<file path="src/sv/rvr_pkg.sv">
// ----------------------------------------------------------------------------
// rvr_pkg
// Shared types and constants for the RTP video fragment reassembler.
// ----------------------------------------------------------------------------
package rvr_pkg;

    localparam int SLOT_COUNT_DEF = 16;
    localparam int SLOT_BYTES_DEF = 2048;

    localparam logic [31:0] START_MASK   = 32'hffff8000;
    localparam logic [31:0] START_CODE   = 32'h00008000;
    localparam logic [31:0] PICTURE_MASK = 32'hfffffe00;

    typedef enum logic {
        CMD_STORE = 1'b0,
        CMD_PULL  = 1'b1
    } t_cmd;

    // header flags as kept per slot
    typedef struct packed {
        logic mark;
        logic ebit;
        logic sbit;
        logic mode_b;
    } t_flags;

    // one queued item, classified by the front
    typedef struct packed {
        t_cmd        cmd;
        logic [15:0] seq;
        logic [15:0] quot;   // seq / slot count
        t_flags      flags;
        logic [2:0]  fmt;
        logic [7:0]  data;
        logic        last;
    } t_item;

endpackage

</file>
<file path="src/sv/rvr_front.sv">
// ----------------------------------------------------------------------------
// rvr_front
// Command intake: registers the item, works out the slot quotient and queues
// it for the back end in a two-entry FIFO.
// ----------------------------------------------------------------------------
module rvr_front import rvr_pkg::*; #(
    parameter int SLOT_COUNT = SLOT_COUNT_DEF
) (
    input  logic        i_clk,
    input  logic        i_rst_n,
    input  logic        start,
    output logic        busy,
    input  logic        i_command,
    input  logic [15:0] i_seq_number,
    input  logic        i_mode_b,
    input  logic        i_start_bits_flag,
    input  logic        i_end_bits_flag,
    input  logic        i_marker,
    input  logic [2:0]  i_source_format,
    input  logic [7:0]  i_payload_byte,
    input  logic        i_packet_last,
    output logic        o_item_valid,
    output t_item       o_item,
    input  logic        i_item_pop
);

    // reciprocal of the slot count, exact for 16-bit dividends
    localparam logic [32:0] Recip =
        33'(((64'd1 << 32) + 64'(SLOT_COUNT) - 64'd1) / 64'(SLOT_COUNT));

    logic        r_in_vld;
    t_item       r_in;
    t_item       r_q [2];
    logic        r_wp;
    logic        r_rp;
    logic [1:0]  r_cnt;
    logic        full;
    logic        push;
    logic        accept;
    logic [48:0] prod;
    t_item       pushed;

    assign full   = (r_cnt == 2'd2);
    assign busy   = r_in_vld & full;
    assign accept = start & ~busy;
    assign push   = r_in_vld & ~full;

    assign prod = 49'(r_in.seq) * 49'(Recip);

    always_comb begin
        pushed      = r_in;
        pushed.quot = prod[47:32];
    end

    assign o_item_valid = (r_cnt != 2'd0);
    assign o_item       = r_q[r_rp];

    always_ff @(posedge i_clk) begin
        if (!i_rst_n) begin
            r_in_vld <= 1'b0;
            r_wp     <= 1'b0;
            r_rp     <= 1'b0;
            r_cnt    <= 2'd0;
        end else begin
            if (accept) begin
                r_in_vld     <= 1'b1;
                r_in.cmd     <= t_cmd'(i_command);
                r_in.seq     <= i_seq_number;
                r_in.quot    <= '0;
                r_in.flags   <= '{mark: i_marker, ebit: i_end_bits_flag,
                                  sbit: i_start_bits_flag, mode_b: i_mode_b};
                r_in.fmt     <= i_source_format;
                r_in.data    <= i_payload_byte;
                r_in.last    <= i_packet_last;
            end else if (push) begin
                r_in_vld <= 1'b0;
            end
            if (push) begin
                r_q[r_wp] <= pushed;
                r_wp      <= ~r_wp;
            end
            if (i_item_pop && o_item_valid) begin
                r_rp <= ~r_rp;
            end
            r_cnt <= r_cnt + 2'(push) - 2'(i_item_pop && o_item_valid);
        end
    end

endmodule

</file>
<file path="config.mk">
export PLATFORM = sky130hd
export DESIGN_NAME = rvr_front
export DESIGN_NICKNAME = d
export VERILOG_FILES = /design/src/sv/rvr_pkg.sv /design/src/sv/rvr_front.sv
export SDC_FILE = /design/constraint.sdc
export NUM_CORES = 1
export LEC_CHECK = 0
export BUFFER_PORTS_ARGS = -buffer_cell sky130_fd_sc_hd__buf_2
export CORE_MARGIN = 5
export CORE_UTILIZATION = 35
export CTS_BUF_LIST = sky130_fd_sc_hd__clkbuf_8
export CTS_CLUSTER_SIZE = 25
export DETAILED_ROUTE_END_ITERATION = 16
export GPL_ROUTABILITY_DRIVEN = 0
export PLACE_DENSITY = 0.64
export SYNTH_ARGS = -nofsm -noshare
export SYNTH_HDL_FRONTEND = slang
export SYNTH_SLANG_ARGS = --single-unit
</file>
<file path="constraint.sdc">
create_clock -name i_clk -period 3.6 [get_ports i_clk]
set_clock_uncertainty 0.15 [all_clocks]
set_input_delay 0.36 -clock i_clk [delete_from_list [all_inputs] [get_ports i_clk]]
set_output_delay 0.36 -clock i_clk [all_outputs]
set_load 0.02 [all_outputs]
</file>
* After elaboration in Yosys (flattened, before gate mapping)
Memory sizes are Yosys's and may differ from the RTL's. A register that Yosys moved wholly into a read port is not among the register bits.
Cells that the tools add are included.
** Word-level totals
- Output and inout bits :: 51
- Bits in registers :: 38
- Memory bits (writable) :: 90
- Logic and storage cells :: 35
- Memories :: 1
- Input port bits :: 37
** Cells by class
- Mux-type cells :: 7
- Add/subtract/negate cells :: 2
- Equality and inequality tests :: 1
- Bitwise operators :: 7
- Reductions and logical operators :: 4
** Memory list
- r_q :: depth 2, bits a word 45, rd ports 1, clocked after memory_dff 1, write ports 1, RTL line rvr_front.sv:33 : t_item r_q [2];
** Operators with widths (count)
- $mux 1 :: 7
- $not 1->1 :: 4
- $reduce_bool 2->1 :: 2
- $and 1x1->1 :: 3
- $add 2x1->2 :: 1
- $eq 2x2->1 const B :: 1
- $reduce_and 2->1 :: 1
- $sub 2x1->2 :: 1
- $logic_and 1x1->1 :: 1

* Longest topological paths before layout
- Depth after elaboration :: 6
- Depth in mapped cells :: 6
- Mapped depth without buffers :: 5

* Worst setup path before layout
OpenSTA, ideal clock, no wires.
- Path kind :: register to register
- Start point :: register r_cnt[0]
- End point :: register r_in, in the netlist pushed[0], enable pin
- Stages on the path, launching flop included :: 4
- Clock period less this slack :: 2689 ps
- Buffers on the path :: 0
- Data arrival time :: 2115 ps
- Setup slack :: 911 ps
- Cells stage by stage :: dfxtp_1 nand2b_4 nor2_1 nor2_1
** Between the ends
- Cells in the longest elaborated chain, start to end :: 5
** Ends and longest elaborated chain
- from (decl) :: RTL line rvr_front.sv:36 : logic [1:0] r_cnt;
- from (signal assigned) :: RTL line rvr_front.sv:85 : r_cnt <= r_cnt + 2'(push) - 2'(i_item_pop && o_item_valid);
- $eq 2x2->1 :: RTL line rvr_front.sv:43 : assign full = (r_cnt == 2'd2);
- $and 1x1->1 :: RTL line rvr_front.sv:44 : assign busy = r_in_vld & full;
- via busy :: RTL line rvr_front.sv:12 : output logic busy,
- $not 1->1 :: RTL line rvr_front.sv:45 : assign accept = start & ~busy;
- $and 1x1->1 :: RTL line rvr_front.sv:45
- $reduce_and 2->1 (no line)
- to (decl) :: RTL line rvr_front.sv:32 : t_item r_in;
The timed path passes the listed nets, and every way through them passes these cells.
A chain may end at the register's enable or synchronous reset.

==> results.md <==
### STA
• 33.85% — Worst slew margin
• 0 — Max Slew Vio Count
• 0.02480 ns — worst hold slack
• 0 — final setup violating endpoints
• 65.20% — post-route clock period utilization
• 2.347 ns — clock period minus worst slack
• 0.9899 ns — slew at the pin closest to its max-slew limit
• 1.253 ns — worst path setup slack after routing
• no — RSZ-0062 raised after global routing
• 426.0 MHz — fmax
• 0 ns — setup total negative slack
• 0 — Hold Fails Final Rpt

### Clock tree
• 105 — TritonCTS Sinks
• 3 — H-Tree Level Count
• 0.35 ns — clock insertion delay at the later pin of the skew report
• 9 — TritonCTS Buffers
• 2 — maximum buffer depth of the clock tree
• built — clock tree from TritonCTS
• 0.09 ns — clock slew at reported path FFs
• clkbuf_8 — library cell used as clock root buffer

### Yosys
• 188 — Mapped Cells
• 0 — synth warn
• 105 — Yosys reg bits
• 3817 sq um — synthesized cell area
• 20.31 sq um — Post-Synthesis Mean Instance Area
• edfxtp_1 — cell taking the most area after synthesis
• 77.88% — portion of synthesized cell area occupied by the leading cell type
• 25 — number of distinct library cells after synthesis
• edfxtp_1 (78%), mux2_2 (9.7%), dfxtp_1 (3.1%) — top area cells in the synthesized netlist
• 81.02% — proportion of synthesized chip area in sequential cells

### Worst setup path
• 33 — crit-path max FO
• 1.84 ns — critical path arrival
• 3.09 ns — required time at the worst-slack endpoint
• flip-flop — type of element launching the critical path
• 0.87 ns — slowest stage delay, CP
• output pin — Worst Setup End Kind
• reg2out — category of the critical setup timing path
• mux2_2, buf_2 — Cell Chain, Critical Path
• dfxtp_2 — Worst path slowest cell

### Job
• 0 — max-capacitance violation count

### Detailed routing
• 14.66 microns — routed len/inst
• 0 — post-detailed-route DRC marker count
• 0 — number of nets with antenna violations after detailed routing
• 1,802 — DR vias
• 4 — number of detailed-routing iterations run before antenna repair
• 6143 microns — aggregate routed wire length
• 39 — DR iter-0 viols
• 4.301 — Via-to-Cell Ratio

### Status
• complete, no violations — result of the run

### Pwr
• 546.8 nW/um^2 — Pwr Density
• 2.500 mW — total power consumption of the routed design
• 25.19% — Switching Share
• 57.9% — sequential fraction of design power
• 1.870 mW — internal power summed over all cells
• 27.3% — clock share of power
• 0.0002470 V — Max IR drop VDD
• 0.6298 mW — net switching power figure
• 14.9% — proportion of power drawn by combinational gates
• 1.639 nW — cell leakage power

### Layout
• 0 — number of antenna repair diodes
• 313 — number of nets in the layout
• 19.76% — Layout Area Growth over Synthesis
• 48.75% — fraction of final layout cells with drive strength greater than 1

### Placed design
• 4028 microns — Detail Placement HPWL
• 1.401 ns — DP Worst Slack
• 83 — number of buffers added on ports

### Floorplan
• 114.4 microns — die height
• 38 — floorplan row count
• 13,100 sq um — Total Die Area
• 35.53% — effective utilization at floorplan
• 114.4 microns — Die Span X
• 10,750 sq um — Std-Cell Core Area
• 88 — top-level port count

### Global route
• 1,882 — vias in the first global route
• 34 — pin count of the biggest net entering global routing
• 0 — total congestion overflow after global routing
• 9301 microns — wire length of the first global-routing pass
• 9.659% — Total GRT Usage
• 0 — initial antenna violation count

### Worst hold path
• in2reg — Worst Hold Class

-- cell families after synthesis --
group                    count (synthesis)  share of synthesized area [%]
XOR/XNOR                                 1                         0.2295
AND/OR/NAND/NOR                         16                          2.262
other                                    1                        0.09823
AO/OA/AOI/OAI                            7                          1.573
flip-flops                             105                          81.02
adder cells (fa/ha/maj)                  1                         0.3277
buffers and inverters                   23                          4.490
multiplexers                            34                          9.997
-- routing by layer --
layer / share of wire, % / track usage, %
met1: 40 / 10.67
met2: 51 / 16.72
met3: 6.9 / 2.748
met4: 2.1 / 5.226
met5: 0 / 0
-- final timing paths --
path              depth (start not counted)  slack (ns)             from         end
setup / recovery                          2        1.25        flip-flop  o_item[21]
hold / removal                            1        0.02  i_seq_number[7]  pushed[39]
setup reg to reg                          3        1.44         r_cnt[0]  r_q[0][36]
hold reg to reg                           0        0.29       pushed[38]  r_q[1][34]
-- layout make-up --
cell class / instances / area (sq um)
inverter: 2 / 7.507
clock buffer: 9 / 123.9
clock inverter: 6 / 58.81
tap: 140 / 175.2
multi-input combinational: 63 / 586.8
fill: 996 / 6173
sequential: 105 / 3094
timing repair buffer: 94 / 525.5
-- cell usage in the layout, fill, tap and decap left out, types with 2 or more instances in the layout --
| master | synthesis | routed |
|---|---|---|
| edfxtp_1 | 99 | 99 |
| buf_2 | 2 | 83 |
| mux2_2 | 33 | 33 |
| dlygate4sd3_1 | 0 | 11 |
| clkbuf_8 | 0 | 9 |
| dfxtp_1 | 6 | 5 |
| conb_1 | 1 | 4 |
| nand3_1 | 3 | 3 |
| nor2_4 | 0 | 3 |
| o21a_1 | 2 | 2 |
| inv_1 | 2 | 2 |
| nor2_1 | 5 | 2 |
| nor2b_1 | 2 | 2 |
| nand2_1 | 2 | 2 |
| clkinv_1 | 0 | 2 |
-- metrics by stage --
step / utilization [%] / instances / area (sq um)
global route: 42.55 / 419 / 4572
detailed placement: 39.82 / 393 / 4279
finish: 42.55 / 419 / 4572
global placement: 39.82 / 393 / 4279
floorplan: - / 191 / 3829
CTS: 42.55 / 419 / 4572
-- repair_timing --
action / CTS / global route
setup buffers: 0 / 0
resized for setup: 0 / 0
hold endpoints to repair: 11 / 0
hold buffers: 11 / 0
-- state kept, by name, indices dropped and copies added (netlist names), named ones only --
register	count
r_cnt	2
pushed	33
r_q	66
r_in_vld	1
r_rp	1
r_wp	1
-- power groups by stage --
stage | Clock (mW) | Sequential [mW] | Combinational [mW]
after global routing | 0.754 | 1.46 | 0.401
after detailed placement | 0 | 1.48 | 0.372
after global placement | 0 | 1.47 | 0.370
final | 0.682 | 1.45 | 0.372
after CTS | 0.710 | 1.45 | 0.382
after floorplan | 0 | 1.43 | 0.319
-- Yosys cell counts --
cell / instances
buf_4: 16
mux2_2: 33
a21o_1: 1
dfxtp_1: 6
buf_6: 3
a21bo_1: 1
nand3_1: 3
conb_1: 1
mux2i_1: 1
edfxtp_1: 99
xnor2_1: 1
nand2b_4: 1
and2_1: 1
nor2_1: 5
o21a_1: 2
nor2b_1: 2
o221a_2: 1
ha_1: 1
inv_1: 2
or2_2: 1
nand2_1: 2
a21boi_0: 1
nand2b_1: 1
buf_2: 2
a32oi_1: 1
-- critical path: cells and delay by family, from the launching register on --
kind                   cells  cell delay [ns]
multiplexers               1             0.43
flip-flops                 1             0.87
buffers and inverters      1             0.16
Note: power is estimated with default switching activity, not from simulation.
